## config.mk

```make
export PLATFORM = sky130hd
export DESIGN_NAME = gradient_color_map_core_flat
export DESIGN_NICKNAME = d
export VERILOG_FILES = /design/src/gcm_pkg.sv /design/src/gcm_cmd_if.sv /design/src/gcm_res_if.sv /design/src/gradient_color_map_core.sv /design/src/gcm_ram.sv /design/src/gcm_div.sv /design/src/gcm_blend.sv /design/src/flat_wrapper.sv
export VERILOG_INCLUDE_DIRS = /design/src /design/src/src
export SDC_FILE = /design/constraint.sdc
export NUM_CORES = 2
export LEC_CHECK = 0
export ABC_CLOCK_PERIOD_IN_PS = 14000
export BUFFER_PORTS_ARGS = -buffer_cell sky130_fd_sc_hd__buf_4
export CAP_MARGIN = 25
export CORE_UTILIZATION = 41
export CTS_CLUSTER_SIZE = 14
export DETAILED_ROUTE_END_ITERATION = 10
export PLACE_DENSITY = 0.56
export SLEW_MARGIN = 15
export SYNTH_ARGS = -nofsm -noshare
export SYNTH_HDL_FRONTEND = slang
export SYNTH_SLANG_ARGS = --single-unit
export TNS_END_PERCENT = 20
```

## constraint.sdc

```tcl
create_clock -name i_clk -period 14 [get_ports i_clk]
set_input_delay 2.1 -clock i_clk [delete_from_list [all_inputs] [get_ports i_clk]]
set_output_delay 2.1 -clock i_clk [all_outputs]
set_load 0.02 [all_outputs]
```

## src/gradient_color_map_core_assert.svh

```systemverilog
// Assertion macros used by the RTL core, gradient_color_map_core.
// Clock and reset are taken from the including module: i_clk, i_rst_n.
`ifndef GRADIENT_COLOR_MAP_CORE_ASSERT_SVH
`define GRADIENT_COLOR_MAP_CORE_ASSERT_SVH
`ifndef ASSERT_OFF
`define GCM_ASSERT(label, prop, msg) \
    label: assert property (@(posedge i_clk) disable iff (!i_rst_n) (prop)) else $error(msg);
`define GCM_ASSERT_NEVER(label, expr, msg) \
    label: assert property (@(posedge i_clk) disable iff (!i_rst_n) !(expr)) else $error(msg);
`else
`define GCM_ASSERT(label, prop, msg)
`define GCM_ASSERT_NEVER(label, expr, msg)
`endif
`endif

```

## src/gcm_pkg.sv

```systemverilog
`default_nettype none
package gcm_pkg;

    localparam int LEVEL_W = 16;
    localparam int COLOR_W = 8;
    localparam int RATIO_W = LEVEL_W + 1;
    localparam int STEP_W  = $clog2(RATIO_W);
    localparam int ACC_W   = COLOR_W + RATIO_W + 1;

    localparam logic [1:0] CMD_ADD   = 2'd0;
    localparam logic [1:0] CMD_CLEAR = 2'd1;
    localparam logic [1:0] CMD_QUERY = 2'd2;

    typedef struct packed {
        logic [1:0]                command;
        logic [COLOR_W-1:0]        red_in;
        logic [COLOR_W-1:0]        green_in;
        logic [COLOR_W-1:0]        blue_in;
        logic signed [LEVEL_W-1:0] level;
    } t_cmd_beat;

    typedef struct packed {
        logic [COLOR_W-1:0] red_out;
        logic [COLOR_W-1:0] green_out;
        logic [COLOR_W-1:0] blue_out;
        logic               hit;
        logic               status;
    } t_res_beat;

    typedef struct packed {
        logic [COLOR_W-1:0]        red;
        logic [COLOR_W-1:0]        green;
        logic [COLOR_W-1:0]        blue;
        logic signed [LEVEL_W-1:0] level;
    } t_stop;

    localparam int STOP_W = $bits(t_stop);

    // one quotient bit, MSB first
    typedef struct packed {
        logic valid;
        logic q;
    } t_qbit;

endpackage
`default_nettype wire

```

## src/gcm_cmd_if.sv

```systemverilog
`default_nettype none
interface gcm_cmd_if;
    logic                 valid;
    logic                 ready;
    gcm_pkg::t_cmd_beat   beat;

    modport source (output valid, output beat, input ready);
    modport sink   (input valid, input beat, output ready);
endinterface
`default_nettype wire

```

## src/gcm_res_if.sv

```systemverilog
`default_nettype none
interface gcm_res_if;
    logic                 valid;
    logic                 ready;
    gcm_pkg::t_res_beat   beat;

    modport source (output valid, output beat, input ready);
    modport sink   (input valid, input beat, output ready);
endinterface
`default_nettype wire

```

## src/gradient_color_map_core.sv

```systemverilog
// channel | dir | payload                                    | beat rule
// i_cmd   | in  | command, red_in, green_in, blue_in, level  | valid && ready
// o_res   | out | red_out, green_out, blue_out, hit, status  | valid && ready
//
// Clear, refused add, short table: straight from accept to the result state.
// Add: a read and a compare per stop moved up, one more pair unless the stop lands at entry 0, then the write.
// Query: reads stops in order; a hit adds a serial divide of 17 steps before the result.
// Reset clears the stop count, state and output valid; table contents are left as they are.
// i_cmd is taken only when the sequencer is idle; a result waiting on o_res
//   does not block the next beat, which then stalls at its own result.
`default_nettype none
`include "gradient_color_map_core_assert.svh"
module gradient_color_map_core #(
    parameter int MAX_STOPS = 16
) (
    input  logic       i_clk,
    input  logic       i_rst_n,
    gcm_cmd_if.sink    i_cmd,
    gcm_res_if.source  o_res
);
    localparam int AW = $clog2(MAX_STOPS);
    localparam int CW = $clog2(MAX_STOPS + 1);
    localparam int LW = gcm_pkg::LEVEL_W;

    typedef enum logic [3:0] {
        S_IDLE,
        S_ADD_RD,
        S_ADD_CMP,
        S_ADD_WR,
        S_Q_RD0,
        S_SCAN,
        S_DIV,
        S_FIN,
        S_OUT
    } t_state;

    t_state             r_state;
    logic [CW-1:0]      r_count;
    logic [AW-1:0]      r_pos;
    logic               r_first;
    gcm_pkg::t_cmd_beat r_cmd;
    gcm_pkg::t_stop     r_prev;
    gcm_pkg::t_res_beat r_pend;
    gcm_pkg::t_res_beat r_out_beat;
    logic               r_out_valid;

    logic               w_accept;
    logic               w_out_free;
    logic               w_out_load;
    logic               w_refuse;
    logic               w_in_add;
    logic               w_res_flags;
    logic               w_we;
    logic [AW-1:0]      w_waddr;
    gcm_pkg::t_stop     w_wdata;
    logic [AW-1:0]      w_raddr;
    gcm_pkg::t_stop     w_rdata;
    gcm_pkg::t_stop     w_new;
    logic               w_shift;
    logic               w_lo_ok;
    logic               w_hi_ok;
    logic               w_last;
    logic               w_div_start;
    logic               w_div_done;
    logic [LW-1:0]      w_num;
    logic [LW-1:0]      w_span;
    gcm_pkg::t_qbit     w_q;
    logic [gcm_pkg::COLOR_W-1:0] w_red;
    logic [gcm_pkg::COLOR_W-1:0] w_green;
    logic [gcm_pkg::COLOR_W-1:0] w_blue;

    assign w_accept   = i_cmd.valid && i_cmd.ready;
    assign w_out_free = !r_out_valid || o_res.ready;
    assign w_out_load = (r_state == S_OUT) && w_out_free;
    assign w_refuse   = (i_cmd.beat.command == gcm_pkg::CMD_ADD) &&
                        (r_count == CW'(MAX_STOPS));
    assign w_in_add   = (r_state == S_ADD_CMP) || (r_state == S_ADD_WR);
    assign w_res_flags = r_out_beat.hit && r_out_beat.status;

    assign w_new.red   = r_cmd.red_in;
    assign w_new.green = r_cmd.green_in;
    assign w_new.blue  = r_cmd.blue_in;
    assign w_new.level = r_cmd.level;

    assign w_shift = $signed(w_rdata.level) > $signed(r_cmd.level);
    assign w_lo_ok = $signed(r_prev.level) <= $signed(r_cmd.level);
    assign w_hi_ok = $signed(r_cmd.level) <= $signed(w_rdata.level);
    assign w_last  = (CW'(r_pos) + CW'(1)) == r_count;
    assign w_num   = r_cmd.level - r_prev.level;
    assign w_span  = w_rdata.level - r_prev.level;

    assign w_div_start = (r_state == S_SCAN) && !r_first && w_lo_ok && w_hi_ok;

    always_comb begin
        w_we    = 1'b0;
        w_waddr = r_pos;
        w_wdata = w_rdata;
        w_raddr = r_pos;
        case (r_state)
            S_ADD_RD:  w_raddr = r_pos - AW'(1);
            S_ADD_CMP: w_we    = w_shift;
            S_ADD_WR: begin
                w_we    = 1'b1;
                w_wdata = w_new;
            end
            S_Q_RD0:   w_raddr = '0;
            S_SCAN:    w_raddr = r_pos + AW'(1);
            default: ;
        endcase
    end

    gcm_ram #(
        .WIDTH (gcm_pkg::STOP_W),
        .DEPTH (MAX_STOPS)
    ) u_table (
        .i_clk   (i_clk),
        .i_we    (w_we),
        .i_waddr (w_waddr),
        .i_wdata (w_wdata),
        .i_raddr (w_raddr),
        .o_rdata (w_rdata)
    );

    gcm_div u_div (
        .i_clk   (i_clk),
        .i_rst_n (i_rst_n),
        .i_start (w_div_start),
        .i_num   (w_num),
        .i_den   (w_span),
        .o_q     (w_q),
        .o_done  (w_div_done)
    );

    gcm_blend u_blend_red (
        .i_clk   (i_clk),
        .i_start (w_div_start),
        .i_c1    (r_prev.red),
        .i_c2    (w_rdata.red),
        .i_q     (w_q),
        .o_color (w_red)
    );

    gcm_blend u_blend_green (
        .i_clk   (i_clk),
        .i_start (w_div_start),
        .i_c1    (r_prev.green),
        .i_c2    (w_rdata.green),
        .i_q     (w_q),
        .o_color (w_green)
    );

    gcm_blend u_blend_blue (
        .i_clk   (i_clk),
        .i_start (w_div_start),
        .i_c1    (r_prev.blue),
        .i_c2    (w_rdata.blue),
        .i_q     (w_q),
        .o_color (w_blue)
    );

    always_ff @(posedge i_clk) begin
        if (!i_rst_n) begin
            r_state     <= S_IDLE;
            r_count     <= '0;
            r_out_valid <= 1'b0;
        end else begin
            if (w_out_load) begin
                r_out_valid <= 1'b1;
                r_out_beat  <= r_pend;
            end else if (o_res.ready) begin
                r_out_valid <= 1'b0;
            end
            case (r_state)
                S_IDLE: begin
                    if (w_accept) begin
                        r_cmd   <= i_cmd.beat;
                        r_pend  <= {{(3 * gcm_pkg::COLOR_W + 1){1'b0}}, w_refuse};
                        r_first <= 1'b1;
                        case (i_cmd.beat.command)
                            gcm_pkg::CMD_ADD: begin
                                if (r_count == CW'(MAX_STOPS)) begin
                                    r_state <= S_OUT;
                                end else begin
                                    r_pos   <= AW'(r_count);
                                    r_state <= (r_count == '0) ? S_ADD_WR : S_ADD_RD;
                                end
                            end
                            gcm_pkg::CMD_CLEAR: begin
                                r_count <= '0;
                                r_state <= S_OUT;
                            end
                            gcm_pkg::CMD_QUERY: begin
                                r_state <= (r_count < CW'(2)) ? S_OUT : S_Q_RD0;
                            end
                            default: r_state <= S_OUT;
                        endcase
                    end
                end
                S_ADD_RD: r_state <= S_ADD_CMP;
                S_ADD_CMP: begin
                    if (w_shift) begin
                        r_pos   <= r_pos - AW'(1);
                        r_state <= (r_pos == AW'(1)) ? S_ADD_WR : S_ADD_RD;
                    end else begin
                        r_state <= S_ADD_WR;
                    end
                end
                S_ADD_WR: begin
                    r_count <= r_count + CW'(1);
                    r_state <= S_OUT;
                end
                S_Q_RD0: begin
                    r_pos   <= '0;
                    r_state <= S_SCAN;
                end
                S_SCAN: begin
                    r_first <= 1'b0;
                    r_prev  <= w_rdata;
                    r_pos   <= r_pos + AW'(1);
                    if (w_div_start) begin
                        r_state <= S_DIV;
                    end else if (w_last) begin
                        r_state <= S_OUT;
                    end
                end
                S_DIV: begin
                    if (w_div_done) begin
                        r_state <= S_FIN;
                    end
                end
                S_FIN: begin
                    r_pend.red_out   <= w_red;
                    r_pend.green_out <= w_green;
                    r_pend.blue_out  <= w_blue;
                    r_pend.hit       <= 1'b1;
                    r_state          <= S_OUT;
                end
                S_OUT: begin
                    if (w_out_load) begin
                        r_state <= S_IDLE;
                    end
                end
                default: r_state <= S_IDLE;
            endcase
        end
    end

    assign i_cmd.ready = (r_state == S_IDLE) && i_rst_n;
    assign o_res.valid = r_out_valid;
    assign o_res.beat  = r_out_beat;

    `GCM_ASSERT(a_busy_after_accept, w_accept |=> !i_cmd.ready, "ready held after accept")
    `GCM_ASSERT(a_count_range, r_count <= CW'(MAX_STOPS), "stop count beyond table size")
    `GCM_ASSERT_NEVER(a_we_outside_add, w_we && !w_in_add, "table write outside add")
    `GCM_ASSERT_NEVER(a_hit_and_status, r_out_valid && w_res_flags, "hit with refused status")
    `GCM_ASSERT(a_done_in_div, w_div_done |-> r_state == S_DIV, "divider done outside S_DIV")
endmodule
`default_nettype wire

```

## src/gcm_ram.sv

```systemverilog
`default_nettype none
module gcm_ram #(
    parameter int WIDTH = 8,
    parameter int DEPTH = 16
) (
    input  logic                                   i_clk,
    input  logic                                   i_we,
    input  logic [((DEPTH > 1) ? $clog2(DEPTH) : 1)-1:0] i_waddr,
    input  logic [WIDTH-1:0]                       i_wdata,
    input  logic [((DEPTH > 1) ? $clog2(DEPTH) : 1)-1:0] i_raddr,
    output logic [WIDTH-1:0]                       o_rdata
);
    logic [WIDTH-1:0] r_mem [DEPTH];
    logic [WIDTH-1:0] r_rdata;

    always_ff @(posedge i_clk) begin
        if (i_we) begin
            r_mem[i_waddr] <= i_wdata;
        end
        r_rdata <= r_mem[i_raddr];
    end

    assign o_rdata = r_rdata;
endmodule
`default_nettype wire

```

## src/gcm_div.sv

```systemverilog
`default_nettype none
// Restoring divider, one quotient bit per cycle, MSB first.
// Quotient = floor((num << 16) / den), zero when den is zero; num <= den.
module gcm_div (
    input  logic                          i_clk,
    input  logic                          i_rst_n,
    input  logic                          i_start,
    input  logic [gcm_pkg::LEVEL_W-1:0]   i_num,
    input  logic [gcm_pkg::LEVEL_W-1:0]   i_den,
    output gcm_pkg::t_qbit                o_q,
    output logic                          o_done
);
    localparam int LW = gcm_pkg::LEVEL_W;
    localparam int SW = gcm_pkg::STEP_W;

    logic [LW:0]   r_rem;
    logic [LW-1:0] r_den;
    logic          r_zero;
    logic          r_busy;
    logic [SW-1:0] r_cnt;

    logic          w_ge;
    logic [LW:0]   w_sub;
    logic [LW:0]   w_sel;

    assign w_ge  = r_rem >= {1'b0, r_den};
    assign w_sub = r_rem - {1'b0, r_den};
    assign w_sel = w_ge ? w_sub : r_rem;

    always_ff @(posedge i_clk) begin
        if (!i_rst_n) begin
            r_busy <= 1'b0;
        end else if (i_start) begin
            r_busy <= 1'b1;
            r_rem  <= {1'b0, i_num};
            r_den  <= i_den;
            r_zero <= (i_den == '0);
            r_cnt  <= SW'(gcm_pkg::RATIO_W - 1);
        end else if (r_busy) begin
            r_rem <= {w_sel[LW-1:0], 1'b0};
            r_cnt <= r_cnt - SW'(1);
            if (r_cnt == '0) begin
                r_busy <= 1'b0;
            end
        end
    end

    assign o_q.valid = r_busy;
    assign o_q.q     = r_busy && w_ge && !r_zero;
    assign o_done    = r_busy && (r_cnt == '0);
endmodule
`default_nettype wire

```

## src/gcm_blend.sv

```systemverilog
`default_nettype none
// Shift-add blend: c1 + ((c2 - c1) * ratio) >> 16, ratio bits arrive MSB first.
module gcm_blend (
    input  logic                          i_clk,
    input  logic                          i_start,
    input  logic [gcm_pkg::COLOR_W-1:0]   i_c1,
    input  logic [gcm_pkg::COLOR_W-1:0]   i_c2,
    input  gcm_pkg::t_qbit                i_q,
    output logic [gcm_pkg::COLOR_W-1:0]   o_color
);
    localparam int CW = gcm_pkg::COLOR_W;
    localparam int AW = gcm_pkg::ACC_W;
    localparam int FW = gcm_pkg::RATIO_W - 1;

    logic [CW-1:0]        r_c1;
    logic signed [CW:0]   r_diff;
    logic signed [AW-1:0] r_acc;

    logic signed [AW-1:0] w_diff_ext;
    logic signed [AW-1:0] w_sum;

    assign w_diff_ext = {{(AW-CW-1){r_diff[CW]}}, r_diff};
    assign w_sum      = $signed({{(AW-CW-FW){1'b0}}, r_c1, {FW{1'b0}}}) + r_acc;

    always_ff @(posedge i_clk) begin
        if (i_start) begin
            r_c1   <= i_c1;
            r_diff <= $signed({1'b0, i_c2}) - $signed({1'b0, i_c1});
            r_acc  <= '0;
        end else if (i_q.valid) begin
            r_acc <= (r_acc <<< 1) + (i_q.q ? w_diff_ext : '0);
        end
    end

    assign o_color = w_sum[FW+CW-1:FW];
endmodule
`default_nettype wire
```

## src/flat_wrapper.sv

```systemverilog
// flat-port wrapper written by rule: the top's interface ports become plain ports
module gradient_color_map_core_flat 
#(
    parameter int MAX_STOPS = 16
)
  (i_clk, i_rst_n, i_cmd_valid, i_cmd_beat, i_cmd_ready, o_res_valid, o_res_beat, o_res_ready);
  gcm_cmd_if i_cmd_i ();
  gcm_res_if o_res_i ();
  input  logic i_clk;
  input  logic i_rst_n;
  input wire logic [$bits(i_cmd_i.valid)-1:0] i_cmd_valid;
  input wire logic [$bits(i_cmd_i.beat)-1:0] i_cmd_beat;
  output wire logic [$bits(i_cmd_i.ready)-1:0] i_cmd_ready;
  output wire logic [$bits(o_res_i.valid)-1:0] o_res_valid;
  output wire logic [$bits(o_res_i.beat)-1:0] o_res_beat;
  input wire logic [$bits(o_res_i.ready)-1:0] o_res_ready;
  assign i_cmd_i.valid = i_cmd_valid;
  assign i_cmd_i.beat = i_cmd_beat;
  assign i_cmd_ready = i_cmd_i.ready;
  assign o_res_valid = o_res_i.valid;
  assign o_res_beat = o_res_i.beat;
  assign o_res_i.ready = o_res_ready;
  gradient_color_map_core #(.MAX_STOPS(MAX_STOPS)) u_core (.i_clk(i_clk), .i_rst_n(i_rst_n), .i_cmd(i_cmd_i), .o_res(o_res_i));
endmodule
```

# Yosys cells after proc, flatten, opt, wreduce, memory -nomap -nowiden
# Memory sizes are Yosys's and may differ from the RTL's. A register that Yosys moved wholly into a read port is not among the register bits.
# Cells that the tools add are included.
# W data, S select, Z words.
# totals
mem_bits_rw,640
rom_bits,0
reg_bits,310
mem_count,1
wordCells,159
latchBits,0
# classes
mul,0
n_shift,0
magnitude_cmp,5
n_bitwise,0
reduce_logical,36
div,0
n_eq_ne,21
n_addsub,17
n_mux,41
# mem_list
name,words,word_bits,rd,rd_ports_with_merged_regs,wr,line_no,rtl
u_core.u_table.r_mem,16,40,1,1,1,gcm_ram.sv:13,logic [WIDTH-1:0] r_mem [DEPTH];
# op_table
op,count
$add A24 B24 Y24,6
$mux W24,3
$pmux W25 S2,1
$mux W4,12
$sub A16 B16 Y16,3
$mux W40,1
$le A16 B16 Y1,2
$mux W16,2
$pmux W4 S8,1
$sub A8 B8 Y9,3
$mux W26,1
$ge A17 B16 Y1,1
$mux W17,1
$eq A4 B3 Y1 const B,4
$gt A16 B16 Y1,1
$logic_not A16 Y1,1
$pmux W4 S4,1
$mux W5,3
$pmux W4 S3,1
$reduce_and A3 Y1,4
$logic_and A1 B1 Y1,10
$logic_not A5 Y1,2
$pmux W5 S2,1
$reduce_bool A2 Y1,5
29 further kinds,50

# Depth between registers and ports, before layout
# depth
ltp_word,6
mapped_depth,22
mapped_depth_nobuf,20

# Hierarchy
# A second synthesis with hierarchy kept.
# unflattened
hier_cells,3174
hier_area_um2,45925.3
# by_module_without_submodules
module,seq_area_each_um2,cells_each,area_per_inst_um2,n_inst
gcm_ram,20019.2,1040,25132.9,1
gradient_color_map_core,4314.1,658,7786.2,1
gcm_blend at u_core.u_blend_green ...,991.0,400,3424.5,2
gcm_blend at u_core.u_blend_blue,991.0,419,3468.3,1
gcm_div,1191.1,257,2688.8,1

# Worst setup path before layout
# No wires, ideal clock.
# synth_timing
kind,flip-flop to flip-flop
start,reg u_core.r_cmd[13] (netlist name)
end,mem u_core.u_table.r_mem[3][0] (netlist name) (enable)
arrival_time_ns,4.878
path_slack_ns,8.635
period_less_slack_ns,5.365
t_required_ns,13.513
path_stages_with_launch,13
cell_sequence,edfxtp_1 inv_1 ha_1 a21o_1 a21o_1 a221oi_1 o21a_1 o21ai_0 xor2_1 a31oi_1 a21o_1 nand2_1 nor3_1
# synth_between
elab_chain_cells,4
# synth_rtl
element,line_no,rtl
start: declaration,gradient_color_map_core.sv:41,gcm_pkg::t_cmd_beat r_cmd;
start signal: assignment,gradient_color_map_core.sv:176,r_cmd <= i_cmd.beat;
$gt A16 B16 Y1,gradient_color_map_core.sv:85,assign w_shift = $signed(w_rdata.level) > $signed(r_cmd.level);
$pmux W1 S2,gradient_color_map_core.sv:99,case (r_state)
$mux W1,gcm_ram.sv:17,if (i_we) begin
$mux W1 (implied by the code),gcm_ram.sv:18,r_mem[i_waddr] <= i_wdata;
end: declaration,gcm_ram.sv:13,
# No other way between the ends.

# Worst setup path after layout
# layout_timing
start,reg u_core.u_div.r_rem[1]
end,reg u_core.u_blend_blue.r_acc[22]
# layout_between
elab_chain_cells,5
# layout_rtl
element,line_no,rtl
start: declaration,gcm_div.sv:16,logic [LW:0] r_rem;
start signal: assignment,gcm_div.sv:35,"r_rem <= {1'b0, i_num};"
start signal: assignment,gcm_div.sv:40,"r_rem <= {w_sel[LW-1:0], 1'b0};"
$ge A17 B16 Y1,gcm_div.sv:26,"assign w_ge = r_rem >= {1'b0, r_den};"
$logic_and A1 B1 Y1 (2 in series),gcm_div.sv:49,assign o_q.q = r_busy && w_ge && !r_zero;
$mux W24,gcm_blend.sv:31,r_acc <= (r_acc <<< 1) + (i_q.q ? w_diff_ext : '0);
$add A24 B24 Y24,gcm_blend.sv:31,
end signal: assignment,gcm_blend.sv:31,
end: declaration,gcm_blend.sv:17,logic signed [AW-1:0] r_acc;
# No other way between the ends.
# A chain may end at the register's enable or synchronous reset.

==> impl_metrics.json <==
{
  "initial_core_util_pct": 41.4,
  "cts_tree": "built",
  "swShare_pct": 35.4,
  "postCtsHoldBufs": 0,
  "path_buf_inv": 1,
  "p_clk_share_pct": 27.5,
  "cp_cell_sequence": "ha_1 > nor2b_1 > o31a_1 > o31ai_1 > nand4b_2 > and2_0 > nand2_1 > inv_1 > ha_1 > a21oi_1 > o211ai_1 > o21ai_1 > nand2_1 > or4_1 > or4_1 > mux2i_1 > xor2_1 > mux2i_1 > nor2_1",
  "power.leakage_nw": 17.6,
  "p_total_mw": 10.0,
  "max_stage_delay_ns": 0.71,
  "report.final.slew_viol_count": 0,
  "layout_commonest_cell": "edfxtp_1",
  "synth_ff_type": "edfxtp_1",
  "drive_gt1_share_pct": 9.81,
  "syn_nets": 3723,
  "core_um2": 107000,
  "avgSynthCellArea_um2": 12.6,
  "syn_area_um2": 44400,
  "cp.arrival_ns": 6.32,
  "grt_pass1_wl_um": 159000,
  "yosysSeqAreaShare_pct": 64.2,
  "required_ns": 14.54,
  "routedWlPerCell_um": 20.7,
  "p_seq_share_pct": 39.8,
  "postSynthCellCount": 3528,
  "io_pins": 74,
  "grt_pass1_vias": 26500,
  "cts_sinks": 990,
  "clock_latency_ns": 0.69,
  "combPwrFrac_pct": 32.7,
  "drt-initial-drc-count": 2102,
  "worstSetupStartpointType": "flip-flop",
  "internal_power_mw": 6.48,
  "crit_family": "simple AND/OR/NAND/NOR gates",
  "synth_edf_count": 867,
  "fin_crit_ns": 5.77,
  "tns_ns": 0,
  "grt_start_max_net_pins": 173,
  "cts_made_buffers": 104,
  "switchingPower_mw": 3.54,
  "worstSetupPathType": "reg -> reg",
  "port-buffer-count": 73,
  "whs_ns": 0.407,
  "vias_per_cell": 5.45,
  "slew_headroom_pct": 29.2,
  "drt_wl_total_um": 104000,
  "irDropWorstVdd_v": 0.000249,
  "cts_setup_buffers": 0,
  "hold_viol": 0,
  "vias": 27600,
  "path_clk_slew_ns": 0.07,
  "overflow": 0,
  "status": "finished clean",
  "yosys_warnings": 0,
  "hpwl_um": 57500,
  "period_share_pct": 41.2,
  "min_path_type": "reg -> reg",
  "maxCapViolations": 0,
  "ys_ff_latch": 990,
  "track_usage_pct": 19.0,
  "dieArea_um2": 110000,
  "rsz0062_at_grt": "false",
  "critPathMaxFanout": 26,
  "endpoint_kind": "flip-flop",
  "antenna_found_initial": 0,
  "cts-root-buf": "clkbuf_16",
  "final_cell_mix": "edfxtp_1 (867), nand2_1 (398), a211oi_1 (221)",
  "layout.nets": 3754,
  "row_count": 120,
  "worst_slew_pin_slew_ns": 1.06,
  "slowest_stage": "nand4b_2",
  "antenna_left": 0,
  "cts_buffer_depth": 3,
  "async_flop_share_pct": 0,
  "gp_congestion": 0.808,
  "rrSetupSlack_ns": 8.23,
  "die_h_um": 331,
  "synth_cell_type_count": 81,
  "nFillCells": 9657,
  "fin_worst_skew_ns": 0.0405,
  "post_cts_resized": 0,
  "areaGrowthSynthToFinish_pct": 12.6,
  "first_pass_iters": 5,
  "die_w_um": 331,
  "cellPowerDensity_nw_per_um2": 200,
  "antenna_cells": 0,
  "setup_viol": 0,
  "post-route-drc-count": 0,
  "fmax_mhz": 173,
  "cts_htree_levels": 3
}
==> flip-flops by register name, summed over array words and instances, names as in the netlist, 4 cells and up <==
signal and count:
u_core.u_table.o_rdata 40, u_core.r_prev 40, u_core.r_count 5, u_core.u_blend_red.r_c1 8, u_core.u_blend_blue.r_diff 9, u_core.u_blend_green.r_c1 8, u_core.u_table.r_mem 640, u_core.u_blend_red.r_acc 24
u_core.r_pend 26, u_core.u_blend_red.r_diff 9, u_core.u_blend_blue.r_c1 8, u_core.u_div.r_cnt 5, u_core.r_cmd 40, u_core.r_state 4, u_core.r_pos 4, u_core.u_div.r_rem 17
u_core.u_blend_blue.r_acc 24, u_core.u_blend_green.r_diff 9, u_core.u_blend_green.r_acc 24, u_core.u_div.r_den 16, u_core.o_res.beat 26
==> worst paths after layout <==
path / start / end / cells past startpoint
setup reg to reg: u_core.u_div.r_rem[1]$_DFFE_PP_ / u_core.u_blend_blue.r_acc[22]$_SDFFE_PP0P_ / 19
setup / recovery: u_core.u_div.r_rem[1]$_DFFE_PP_ / u_core.u_blend_blue.r_acc[22]$_SDFFE_PP0P_ / 19
hold / removal: u_core.r_pend[3]$_DFFE_PP_ / u_core.o_res.beat[3]$_DFFE_PP_ / 0
hold reg to reg: u_core.r_pend[3]$_DFFE_PP_ / u_core.o_res.beat[3]$_DFFE_PP_ / 0
==> synth_stat cells (all sizes together) (68+ instances only) <==
cell    instances  area [µm²]
edfxtp        867       26000
nand2         398        1490
a211oi        221        1660
nor2          205         769
clkbuf        177         664
and2          174        1090
a21oi         168         845
ha            137        1710
dfxtp         123        2460
inv           123         462
xnor2          97         872
a31oi          89         557
a311oi         82         718
mux2i          68         681
==> stage by stage <==
stage,worst slack [ns],area [µm²],utilization (%),cells
after floorplan,8.64,44400,-,3528
after global placement,8.23,46500,43.4,4855
after detailed placement,8.19,46500,43.4,4856
after CTS,8.22,50000,46.6,5052
after global routing,7.79,50000,46.6,5052
final,8.23,50000,46.6,5052
==> logic make-up (layout without fill, tap and decap cells) <==
family	count (synthesis)	count (layout)	share of synthesized area, %
flip-flops	990	990	64.2
multiplexers	103	103	2.42
XOR/XNOR	149	149	2.99
AND/OR/NAND/NOR	1037	1037	11.2
buffers and inverters	320	441	2.73
adder cells (fa/ha/maj)	149	149	4.41
AO/OA/AOI/OAI	780	780	12.0
==> power groups by stage <==
stage | Combinational, mW | Clock (mW) | Sequential, mW
floorplan | 2.42 | 0 | 3.92
global placement | 3.27 | 0 | 4.04
detailed placement | 3.29 | 0 | 4.04
CTS | 3.29 | 2.82 | 3.98
global route | 3.65 | 2.93 | 4.00
finish | 3.27 | 2.76 | 3.98
==> per-layer routing <==
metal / track usage, % / up-vias / wire, µm
met1: 27.1 / 13600 / 49600
met4: 5.33 / 0 / 2100
met2: 30.0 / 624 / 47500
met5: 0 / - / 0
li1: - / 13200 / -
met3: 2.87 / 136 / 5250
==> area by class of cell <==
| class | instances | area, µm² | area share (%) |
|---|---|---|---|
| clock buffer | 151 | 2940 | 5.89 |
| multi-input combinational | 2218 | 14900 | 29.8 |
| timing repair buffer | 122 | 953 | 1.91 |
| sequential | 990 | 28500 | 57.0 |
| inverter | 123 | 462 | 0.924 |
| clock inverter | 45 | 487 | 0.974 |
| tap | 1403 | 1760 | 3.51 |
Power figures use the tool's default switching activity.
